==> config.mk <==
export PLATFORM = sky130hd
export DESIGN_NAME = mlfc_ctrl
export DESIGN_NICKNAME = d
export VERILOG_FILES = /design/src/rtl/core/mlfc_pkg.sv /design/src/rtl/core/mlfc_ctrl.sv
export SDC_FILE = /design/constraint.sdc
export NUM_CORES = 1
export LEC_CHECK = 0
export BUFFER_PORTS_ARGS = -buffer_cell sky130_fd_sc_hd__buf_2
export CAP_MARGIN = 40
export CORE_AREA = 2 2 39 41
export DETAILED_ROUTE_END_ITERATION = 8
export DIE_AREA = 0 0 41 43
export HOLD_SLACK_MARGIN = 0.08
export SLEW_MARGIN = 20
export SYNTH_ARGS = -nofsm -noshare
export SYNTH_HDL_FRONTEND = slang
export SYNTH_SLANG_ARGS = --single-unit
==> constraint.sdc <==
create_clock -name clk -period 1.2 [get_ports clk]
set_clock_uncertainty 0.1 [all_clocks]
set_input_delay 0.12 -clock clk [delete_from_list [all_inputs] [get_ports clk]]
set_output_delay 0.12 -clock clk [all_outputs]
set_load 0.01 [all_outputs]
==> src/rtl/core/mlfc_pkg.sv <==
// ----------------------------------------------------------------------------
// mlfc_pkg
// shared types and constants for the memory lcd frame controller
// ----------------------------------------------------------------------------
package mlfc_pkg;

  localparam int LINES          = 128;
  localparam int BYTES_PER_LINE = 16;

  localparam int FRAME_BYTES  = LINES * BYTES_PER_LINE;
  localparam int PIX_PER_LINE = BYTES_PER_LINE * 8;
  localparam int ADDR_W       = (FRAME_BYTES > 1) ? $clog2(FRAME_BYTES) : 1;
  localparam int LINE_W       = 8;
  localparam int POS_W        = $clog2(BYTES_PER_LINE + 2);

  localparam logic [7:0] BYTE_UPDATE    = 8'h01;
  localparam logic [7:0] BYTE_ALL_CLEAR = 8'h04;
  localparam logic [7:0] BYTE_DUMMY     = 8'h00;
  localparam logic [7:0] BYTE_WHITE     = 8'hFF;

  typedef enum logic [1:0] {
    CMD_DRAW    = 2'd0,
    CMD_CLEAR   = 2'd1,
    CMD_REFRESH = 2'd2,
    CMD_TICK    = 2'd3
  } cmd_t;

  typedef enum logic [1:0] {
    KIND_IDLE       = 2'd0,
    KIND_CLEAR      = 2'd1,
    KIND_UPDATE     = 2'd2,
    KIND_UPDATE_CMD = 2'd3
  } kind_t;

  typedef struct packed {
    logic load;
    logic exec;
    logic sweep;
  } ctrl_cmd_t;

  typedef struct packed {
    logic exec_hold;
    logic clear_go;
    logic sweep_last;
  } ctrl_sts_t;

endpackage

==> src/rtl/core/mlfc_ctrl.sv <==
// ----------------------------------------------------------------------------
// mlfc_ctrl
// sequencer: clearing sweep, item accept and execute steps
// ----------------------------------------------------------------------------
module mlfc_ctrl
  import mlfc_pkg::*;
(
  input  logic      clk,
  input  logic      rst_n,
  input  logic      in_valid,
  output logic      in_stall,
  input  ctrl_sts_t sts,
  output ctrl_cmd_t cmd
);

  typedef enum logic [1:0] {
    S_SWEEP,
    S_IDLE,
    S_EXEC
  } state_t;

  state_t state_r;
  state_t state_nxt;

  always_comb begin
    state_nxt = state_r;
    unique case (state_r)
      S_SWEEP: begin
        if (sts.sweep_last) begin
          state_nxt = S_IDLE;
        end
      end
      S_IDLE: begin
        if (in_valid) begin
          state_nxt = S_EXEC;
        end
      end
      S_EXEC: begin
        priority if (sts.clear_go) begin
          state_nxt = S_SWEEP;
        end else if (sts.exec_hold) begin
          state_nxt = S_EXEC;
        end else begin
          state_nxt = S_IDLE;
        end
      end
      default: state_nxt = S_SWEEP;
    endcase
  end

  always_ff @(posedge clk) begin
    if (!rst_n) begin
      state_r <= S_SWEEP;
    end else begin
      state_r <= state_nxt;
    end
  end

  assign in_stall  = (state_r != S_IDLE);
  assign cmd.load  = (state_r == S_IDLE) && in_valid;
  assign cmd.exec  = (state_r == S_EXEC);
  assign cmd.sweep = (state_r == S_SWEEP);

endmodule

**Word-level counts from Yosys, hierarchy flattened**

Cells that the tools add are included.

- Register bits after elaboration: 2
- Latch bits: 0
- RAM bits: 0
- Memory bits (read-only): 0
- Output and inout port bits: 4
- Memories kept: 0

- Add/sub/neg operators: 0
- Multipliers: 0
- Divide/modulo/power cells: 0
- Order comparisons: 0
- Equal/unequal tests: 5
- Shift-type cells: 0
- Multiplexer cells: 5
- Bitwise logic cells: 0
- Reduce and logical (&&, ||, !) cells: 3

Operator list:

| cell | number |
|---|---|
| 2-bit 2-to-1 mux | 4 |
| 2-bit case mux with 3 select lines | 1 |
| 2-bit != test, second input constant | 2 |
| 2-bit by 1-bit == test with 1-bit output, second input constant | 1 |
| 2-bit == test, second input constant | 1 |
| 2-bit logical NOT | 1 |
| 2-bit by 1-bit != test with 1-bit output, second input constant | 1 |
| 2-bit AND reduction | 1 |
| 1-bit logical AND | 1 |

**Depth between registers and ports, before layout**

Gate-level depths: netlist (run 1).

- Depth after elaboration: 3
- Gate-level depth with buffers: 2
- Mapped depth without buffers: 2

**Worst setup path before layout (run 1)**

OpenSTA, ideal clock, no wires.

- Path kind: register to register
- Start point: register state_r[1]
- End point: register state_r[1]
- Library setup time: 0.115 ns
- Arrival time: 0.777 ns
- Required time: 0.985 ns
- Slack: 0.209 ns
- Cell stages (with the launch flop): 3
- Clock period less this slack: 0.991 ns
- Cells stage by stage: dfxtp_1 and3b_1 o21a_1

- Word-level cells in the longest chain between the ends: 3

RTL lines:

| item | RTL line | RTL |
|---|---|---|
| start, declared | mlfc_ctrl.sv:22 | `state_t state_r;` |
| start signal, assigned | mlfc_ctrl.sv:55 | `state_r <= state_nxt;` |
| 2-bit by 1-bit == test with 1-bit output / 2-bit logical NOT (equally long branches) | mlfc_ctrl.sv:27 | `unique case (state_r)` |
| 2-bit != test (no source line) | -- |  |
| 2-bit AND reduction (no source line) | -- |  |

Parallel ways exist; a longest one is shown, timed or not.
A chain may end at the register's enable or synchronous reset.

==> flow_metrics.py, run 1 <==
metrics = {
    "job": {
        "maxCapViolCount": 0,
    },
    "routing": {
        "routed.top_layer": "met3",
        "met2_length_um": 100,
        "drc": 0,
        "drt-wirelength-per-cell_um": 7.46,
        "met3_length_um": 75,
        "vias": 131,
        "drt-total-wl_um": 306,
        "wl_met1_um": 130,
        "antenna_left": 0,
        "vias_per_cell": 3.20,
        "first_iter_violations": 4,
        "dr.pass1.iters": 4,
    },
    "outcome": {
        "status": "completed",
    },
    "setup_path": {
        "worstPathRequired_ps": 980,
        "slowest_delay_ps": 360,
        "path_buf_inv": 1,
        "r2r_end": "state_r[0]$_SDFFE_PN0P_",
        "critPathArrivalTime_ps": 910,
        "ff2ff_setup_slack_ps": 200,
        "start_kind": "register",
        "crit_family": "flip-flops",
        "worstSetupEndpointType": "output port",
        "cp_cell_sequence": "and3b_1 > buf_2",
        "cp_slowest_cell": "dfxtp_2",
        "ff2ff_path_depth": 2,
        "cp_max_fo": 8,
        "r2r-start": "state_r[1]$_SDFFE_PN0P_",
        "criticalPathCategory": "reg -> out",
    },
    "floorplan": {
        "num_rows": 14,
        "start_util": 0.0805,
        "core_um2": 1380,
        "chipWidth_um": 41,
        "boundaryPins": 10,
        "dieArea_um2": 1760,
        "die_h_um": 43,
    },
    "placement": {
        "place_ws_ps": 173,
        "port_buffers": 9,
        "place_congestion": 0.506,
    },
    "timing": {
        "max_freq_mhz": 883,
        "holdWs_ps": 109,
        "setup_viol": 0,
        "slew-limit-headroom": 0.846,
        "final_hold_viol_count": 0,
        "fin_crit_ps": 1130,
        "worstMarginPinSlew_ps": 227,
        "final.period_utilization": 0.944,
        "finalMaxSlewViolations": 0,
        "fin_ws_ps": 67.3,
        "fin_setup_tns_ps": 0,
        "rsz0062_at_grt": "false",
    },
    "power": {
        "pwr_density_cell_nw_per_um2": 1280,
        "ir_drop_mv": 0.242,
        "power_leakage_nw": 0.0986,
        "total_power_mw": 0.270,
    },
    "global_route": {
        "antenna_found_initial": 0,
        "grt_pass1_wl_um": 414,
        "grt_pass1_vias": 110,
        "grt_start_max_net_pins": 9,
        "overflow": 0,
        "globalRouteTotalUtil": 0.0460,
    },
    "finish": {
        "largest_reg_flops": 2,
        "top_regs": "state_r x2",
        "syn_to_final_growth_pct": 89.9,
        "final_cell_mix": "buf_2 (9), clkbuf_4 (3), nor2b_1 (2), dfxtp_2 (2)",
        "multi_input_area_um2": 71.3,
        "regArea_um2": 42.5,
        "final_common_cell": "buf_2",
        "nets": 33,
        "fillers": 157,
        "drive_gt1_frac": 0.560,
        "diodes": 0,
        "top_register": "state_r",
    },
    "worst_hold_path": {
        "hold_class": "in -> reg",
        "hold_depth": 3,
        "hold_end": "state_r[0]$_SDFFE_PN0P_",
        "hold_start": "in_valid",
    },
    "clock_tree": {
        "postCtsSetupBuffers": 0,
        "path_clk_slew_ps": 30,
        "cts_buffers": 3,
        "clockBufferDepth": 2,
        "cts_max_level": 1,
        "clock-sinks": 2,
        "clk_latency_ps": 220,
        "cts-root-buf": "clkbuf_4",
        "cts_tree": "built",
    },
    "logic_synthesis": {
        "synthCells": 12,
        "avgSynthCellArea_um2": 9.28,
        "synth_seq_cells": 2,
        "synthesis.area_um2": 111,
        "syn-num-nets": 18,
        "yosysSeqAreaShare": 0.360,
        "yosysUniqueCellTypes": 10,
        "ys_warn_count": 0,
    },
}
where the power goes:
part | leakage, nW | total [mW] | switching (mW) | internal [mW]
clock | 0.0138 | 0.148 | 0.0380 | 0.110
combinational | 0.0677 | 0.0418 | 0.0171 | 0.0247
sequential | 0.0172 | 0.0796 | 0.00675 | 0.0728
total | 0.0986 | 0.270 | 0.0618 | 0.208
layer usage:
layer / vias to the layer above / track usage
met2: 10 / 0.0406
met4: 0 / 0.0600
met1: 49 / 0.0318
li1: 72 / -
met3: 0 / 0.0733
met5: - / 0
worst max path at each step:
stage	start	endpoint	cells past startpoint
after floorplan	state_r[1]$_SDFFE_PN0P_	state_r[1]$_SDFFE_PN0P_	2
after global placement	state_r[1]$_SDFFE_PN0P_	state_r[0]$_SDFFE_PN0P_	2
after detailed placement	state_r[1]$_SDFFE_PN0P_	state_r[0]$_SDFFE_PN0P_	2
after CTS	state_r[0]$_SDFFE_PN0P_	cmd[2]	2
after global routing	state_r[1]$_SDFFE_PN0P_	cmd[2]	2
final	state_r[1]$_SDFFE_PN0P_	cmd[2]	2
cells by family (layout without fill, tap and decap cells):
family / count (synthesis) / count (layout) / share of synthesized area
AND/OR/NAND/NOR: 7 / 7 / 0.438
AO/OA/AOI/OAI: 3 / 3 / 0.202
flip-flops: 2 / 2 / 0.360
buffers and inverters: 0 / 13 / 0
worst reg2reg max path, cell delays in order (launching register included):
cell and delay [ps]:
dfxtp_2 330, nor3b_1 140, o311a_1 310
cells in the mapped netlist:
cell type,count,area [um2]
nor2b_1,2,12.5
and3b_1,1,8.76
o311a_1,1,10.0
nor2_1,1,3.75
o21a_1,1,7.51
nor4bb_1,1,10.0
nor3b_1,1,7.51
dfxtp_1,2,40.0
nand2b_1,1,6.26
o21ai_0,1,5.00
layout make-up:
cell class	count	share of cell area
Clock buffer	3	0.107
Multi-Input combinational cell	10	0.337
Sequential cell	2	0.201
Tap cell	16	0.0947
Timing Repair Buffer	10	0.260
per-stage QoR:
stage | cell area [um2] | instances | utilization
floorplan | 111 | 12 | -
global placement | 176 | 37 | 0.127
detailed placement | 176 | 37 | 0.127
CTS | 210 | 41 | 0.152
global route | 211 | 41 | 0.153
finish | 211 | 41 | 0.153
repair_timing:
action | CTS | global route
hold buffers | 1 | 0
endpoints found under the setup margin | 1 | 1
resized for setup | 1 | 1
cloned | 0 | 0
endpoints found under the hold margin | 2 | 0
Note: power is estimated with default switching activity, not from simulation.
==> run 2: changes to the inputs <==
- CORE_AREA: 2 2 39 41 -> 5 5 42 44
- DIE_AREA: 0 0 41 43 -> 0 0 47 49
==> run 2 against run 1 <==
  * Clock power is 3% higher
  * Sequential power is 0.6% higher
  * Non-clock buffer count stayed put
  * Design area stayed put
  * Critical path type unchanged
  * Critical endpoint unchanged
  * Largest cell class unchanged
==> flow_metrics.py, run 2 (synthesis results as in run 1) <==
metrics = {
    "finish": {
        "final_cell_mix": "buf_2 (9), clkbuf_4 (3), nor2b_1 (2), dfxtp_2 (2)",
        "drive_gt1_frac": 0.560,
        "finalNonFillerCells": 41,
        "diodes": 0,
        "largest_reg_flops": 2,
        "nets": 33,
        "top_regs": "state_r x2",
        "syn_to_final_growth_pct": 89.9,
        "top_register": "state_r",
        "final_common_cell": "buf_2",
    },
    "placement": {
        "place_congestion": 0.729,
        "port_buffers": 9,
        "place_ws_ps": 162,
        "place_inst": 37,
    },
    "routing": {
        "antenna_left": 0,
        "drt-wirelength-per-cell_um": 8.59,
        "vias": 134,
        "vias_per_cell": 3.27,
        "first_iter_violations": 1,
        "dr.pass1.iters": 2,
        "drc": 0,
        "drt-total-wl_um": 352,
    },
    "global_route": {
        "grt_start_max_net_pins": 9,
        "globalRouteTotalUtil": 0.0408,
        "grt_pass1_vias": 136,
        "overflow": 0,
        "antenna_found_initial": 0,
        "grt_pass1_wl_um": 503,
    },
    "setup_path": {
        "worstPathRequired_ps": 980,
        "criticalPathCategory": "reg -> out",
        "path_buf_inv": 1,
        "start_kind": "register",
        "cp_cell_sequence": "and3b_1 > buf_2",
        "worstSetupEndpointType": "output port",
        "slowest_delay_ps": 360,
        "crit_family": "flip-flops",
        "cp_max_fo": 8,
        "cp_slowest_cell": "dfxtp_2",
        "critPathArrivalTime_ps": 920,
    },
    "power": {
        "power_leakage_nw": 0.0986,
        "ir_drop_mv": 0.373,
        "pwr_density_cell_nw_per_um2": 1300,
    },
    "timing": {
        "setup_viol": 0,
        "fin_setup_tns_ps": 0,
        "fin_crit_ps": 1140,
        "max_freq_mhz": 881,
        "holdWs_ps": 111,
        "final.period_utilization": 0.946,
        "worstMarginPinSlew_ps": 240,
        "slew-limit-headroom": 0.838,
        "finalMaxSlewViolations": 0,
        "fin_ws_ps": 64.6,
        "final_hold_viol_count": 0,
        "rsz0062_at_grt": "false",
    },
    "floorplan": {
        "die_h_um": 49,
        "chipWidth_um": 47,
        "boundaryPins": 10,
        "start_util": 0.0795,
        "dieArea_um2": 2300,
        "num_rows": 14,
        "core_um2": 1400,
    },
    "outcome": {
        "status": "completed",
    },
    "clock_tree": {
        "clock-sinks": 2,
        "postCtsSetupBuffers": 0,
        "cts_max_level": 1,
        "clk_latency_ps": 230,
        "cts-root-buf": "clkbuf_4",
        "cts_buffers": 3,
        "cts_tree": "built",
        "clockBufferDepth": 2,
        "path_clk_slew_ps": 30,
    },
    "worst_hold_path": {
        "hold_class": "in -> reg",
    },
    "job": {
        "maxCapViolCount": 0,
    },
}
==> run 2: cell counts in the layout (fill, tap and decap cells not counted) <==
Identical to the previous run, type by type.
==> run 2: final timing paths <==
| kind | cells after the start | from | slack [ps] | to |
|---|---|---|---|---|
| worst max register to register | 2 | state_r[1]$_SDFFE_PN0P_ | 190 | state_r[0]$_SDFFE_PN0P_ |
| worst max-delay path | 2 | state_r[1]$_SDFFE_PN0P_ | 60 | cmd[2] |
| worst min register to register | 1 | state_r[0]$_SDFFE_PN0P_ | 470 | state_r[0]$_SDFFE_PN0P_ |
| worst min-delay path | 3 | in_valid | 110 | state_r[0]$_SDFFE_PN0P_ |
==> run 2: power breakdown <==
group / switching (mW) / leakage [nW] / internal [mW]
logic: 0.0175 / 0.0677 / 0.0248
registers: 0.00724 / 0.0172 / 0.0728
clock network: 0.0413 / 0.0138 / 0.111
total: 0.0660 / 0.0986 / 0.208
==> run 2: per-layer routing <==
layer	wire, um	track usage	vias to the layer above
li1	-	-	71
met1	161	0.0262	51
met2	97	0.0385	12
met3	93	0.0849	0
met4	0	0.0276	0
met5	0	0	-
==> run 2: final cells by class <==
cell class | instances | area [um2]
fillers | 166 | 1190
clock buffers | 3 | 22.5
repair buffers | 10 | 55.1
flip-flops and latches | 2 | 42.5
well taps | 16 | 20.0
multi-input cells | 10 | 71.3
==> run 2: stage by stage <==
stage / cell area (um2) / power [mW] / util
finish: 211 / 0.274 / 0.151
global route: 211 / 0.301 / 0.151
CTS: 210 / 0.281 / 0.150
detailed placement: 176 / 0.120 / 0.126
global placement: 176 / 0.119 / 0.126
floorplan: 111 / 0.0983 / -
==> run 2: what timing repair did <==
| action | 4_1_cts | 5_1_grt |
|---|---|---|
| hold endpoints to repair | 2 | 0 |
| endpoints found under the setup margin | 1 | 1 |
| hold buffers | 1 | 0 |
| resized for setup | 1 | 1 |
==> run 2: worst register-to-register path, delay by kind of cell, from the launching register on <==
| kind | cells | cell delay [ps] |
|---|---|---|
| flops | 1 | 330 |
| compound gates | 1 | 320 |
| simple gates | 1 | 140 |
==> run 3: changes to the inputs <==
--- a/config.mk
+++ b/config.mk
@@ -9,4 +9,5 @@
 export CAP_MARGIN = 40
 export CORE_AREA = 5 5 42 44
+export CTS_BUF_LIST = sky130_fd_sc_hd__clkbuf_8
 export DETAILED_ROUTE_END_ITERATION = 8
 export DIE_AREA = 0 0 47 49
==> constraint.sdc (replaced) <==
create_clock -name clk -period 1.2 [get_ports clk]
set_clock_uncertainty 0.1 [all_clocks]
set_input_delay 0.18 -clock clk [delete_from_list [all_inputs] [get_ports clk]]
set_output_delay 0.18 -clock clk [all_outputs]
set_load 0.01 [all_outputs]
==> run 3 against run 2 <==
  * Combinational power about the same
  * Non-clock buffer count unchanged
  * Count of clock-buffer cells in the layout did not move
  * Die area stayed put
  * Critical path depth did not move
  * Sequential share of layout area is 0.55 points lower
  * Critical endpoint unchanged
  * Clock power grew 76%
  * Fmax is 4.3% lower
  * Worst hold slack got worse by 22 ps
  * Highest routed layer is now met4
  * Final cell count did not move
==> flow_metrics.py, run 3 (synthesis results as in run 1) <==
metrics = {
    "outcome": {
        "status": "completed",
    },
    "floorplan": {
        "boundaryPins": 10,
        "core_um2": 1400,
        "start_util": 0.0795,
        "num_rows": 14,
        "die_h_um": 49,
        "chipWidth_um": 47,
        "dieArea_um2": 2300,
    },
    "routing": {
        "drt-total-wl_um": 383,
        "first_iter_violations": 0,
        "vias": 140,
        "antenna_left": 0,
        "drt-wirelength-per-cell_um": 9.34,
        "dr.pass1.iters": 1,
        "drc": 0,
        "vias_per_cell": 3.41,
    },
    "power": {
        "power_leakage_nw": 0.108,
        "total_power_mw": 0.389,
        "pwr_density_cell_nw_per_um2": 1690,
        "ir_drop_mv": 0.426,
    },
    "setup_path": {
        "slowest_delay_ps": 350,
        "ff2ff_setup_slack_ps": 60,
        "start_kind": "register",
        "cp_cell_sequence": "and3b_1 > buf_2",
        "path_buf_inv": 1,
        "cp_slowest_cell": "dfxtp_4",
        "r2r_end": "state_r[0]$_SDFFE_PN0P_",
        "r2r-start": "state_r[1]$_SDFFE_PN0P_",
        "criticalPathCategory": "reg -> out",
        "cp_max_fo": 7,
        "critPathArrivalTime_ps": 910,
        "crit_family": "flip-flops",
        "ff2ff_path_depth": 3,
        "worstPathRequired_ps": 920,
        "worstSetupEndpointType": "output port",
    },
    "global_route": {
        "busiest_layer": "met3",
        "grtUsageMet1": 0.0262,
        "grt_pass1_wl_um": 531,
        "grt_pass1_vias": 140,
        "antenna_found_initial": 0,
        "grt_start_max_net_pins": 9,
        "globalRouteTotalUtil": 0.0436,
        "grt_use_met2": 0.0407,
        "grt.met3_usage": 0.0849,
        "overflow": 0,
    },
    "finish": {
        "final_cell_mix": "buf_2 (9), clkbuf_8 (3), nor2b_1 (2)",
        "largest_reg_flops": 2,
        "multi_input_area_um2": 71.3,
        "final_common_cell": "buf_2",
        "regArea_um2": 45.0,
        "drive_gt1_frac": 0.600,
        "top_register": "state_r",
        "fillers": 163,
        "finalNonFillerCells": 41,
        "top_regs": "state_r x2",
        "syn_to_final_growth_pct": 107,
        "nets": 33,
        "diodes": 0,
    },
    "clock_tree": {
        "hold_buffers": 0,
        "clockBufferDepth": 2,
        "clk_latency_ps": 210,
        "path_clk_slew_ps": 30,
        "cts_max_level": 1,
        "cts_buffers": 3,
        "clock-sinks": 2,
        "cts-root-buf": "clkbuf_8",
        "cts_tree": "built",
    },
    "timing": {
        "finalMaxSlewViolations": 0,
        "fin_setup_tns_ps": 0,
        "setup_viol": 0,
        "fin_ws_ps": 14.0,
        "max_freq_mhz": 843,
        "fin_crit_ps": 1190,
        "rsz0062_at_grt": "true",
        "worstMarginPinSlew_ps": 240,
        "final_hold_viol_count": 0,
        "slew-limit-headroom": 0.838,
        "final.period_utilization": 0.988,
    },
    "job": {
        "maxCapViolCount": 0,
    },
    "worst_hold_path": {
        "hold_start": "rst_n",
        "hold_depth": 2,
        "hold_end": "state_r[1]$_SDFFE_PN0P_",
        "hold_class": "in -> reg",
    },
    "placement": {
        "port_buffers": 9,
        "place_congestion": 0.729,
        "place_ws_ps": 162,
        "place_inst": 37,
    },
}
==> run 3: worst max-delay path by stage <==
stage,startpoint,endpoint,cells after the start
after floorplan,state_r[1]$_SDFFE_PN0P_,state_r[1]$_SDFFE_PN0P_,2
after global placement,state_r[1]$_SDFFE_PN0P_,state_r[0]$_SDFFE_PN0P_,2
after detailed placement,state_r[1]$_SDFFE_PN0P_,state_r[0]$_SDFFE_PN0P_,2
after CTS,state_r[1]$_SDFFE_PN0P_,cmd[2],2
after global routing,state_r[1]$_SDFFE_PN0P_,cmd[2],2
final,state_r[1]$_SDFFE_PN0P_,cmd[2],2
==> run 3: worst register-to-register path: stages (launching register included) <==
cell	delay, ps
dfxtp_4	350
buf_4	130
nor3b_1	130
o311a_1	320
==> run 3: cell type report <==
cell class,instances,area share
multi-input cells,10,0.310
well taps,16,0.0870
clock buffers,3,0.179
flip-flops and latches,2,0.196
repair buffers,10,0.228
==> run 3: repair_timing <==
| action | 4_1_cts | 5_1_grt |
|---|---|---|
| endpoints found under the setup margin | 1 | 1 |
| gates resized for setup | 2 | 1 |
| buffers inserted | 0 | 1 |
| pin swaps | 0 | 0 |
==> run 3: per-layer routing <==
metal,vias up,routed length [um]
met5,-,0
met4,0,8
met3,2,112
met2,13,112
met1,54,150
li1,71,-
==> run 3: where the power goes <==
group	total [mW]	switching, mW	internal [mW]	leakage [nW]
Combinational	0.0422	0.0179	0.0243	0.0688
Sequential	0.0787	0.00722	0.0714	0.0175
Clock	0.268	0.0559	0.212	0.0216
Total	0.389	0.0810	0.308	0.108
==> run 3: through the flow <==
stage,utilization,instance area [um2],hold WS [ps]
floorplan,-,111,198
global placement,0.126,176,315
detailed placement,0.126,176,307
CTS,0.157,220,83.2
global route,0.164,230,96.5
finish,0.164,230,88.5
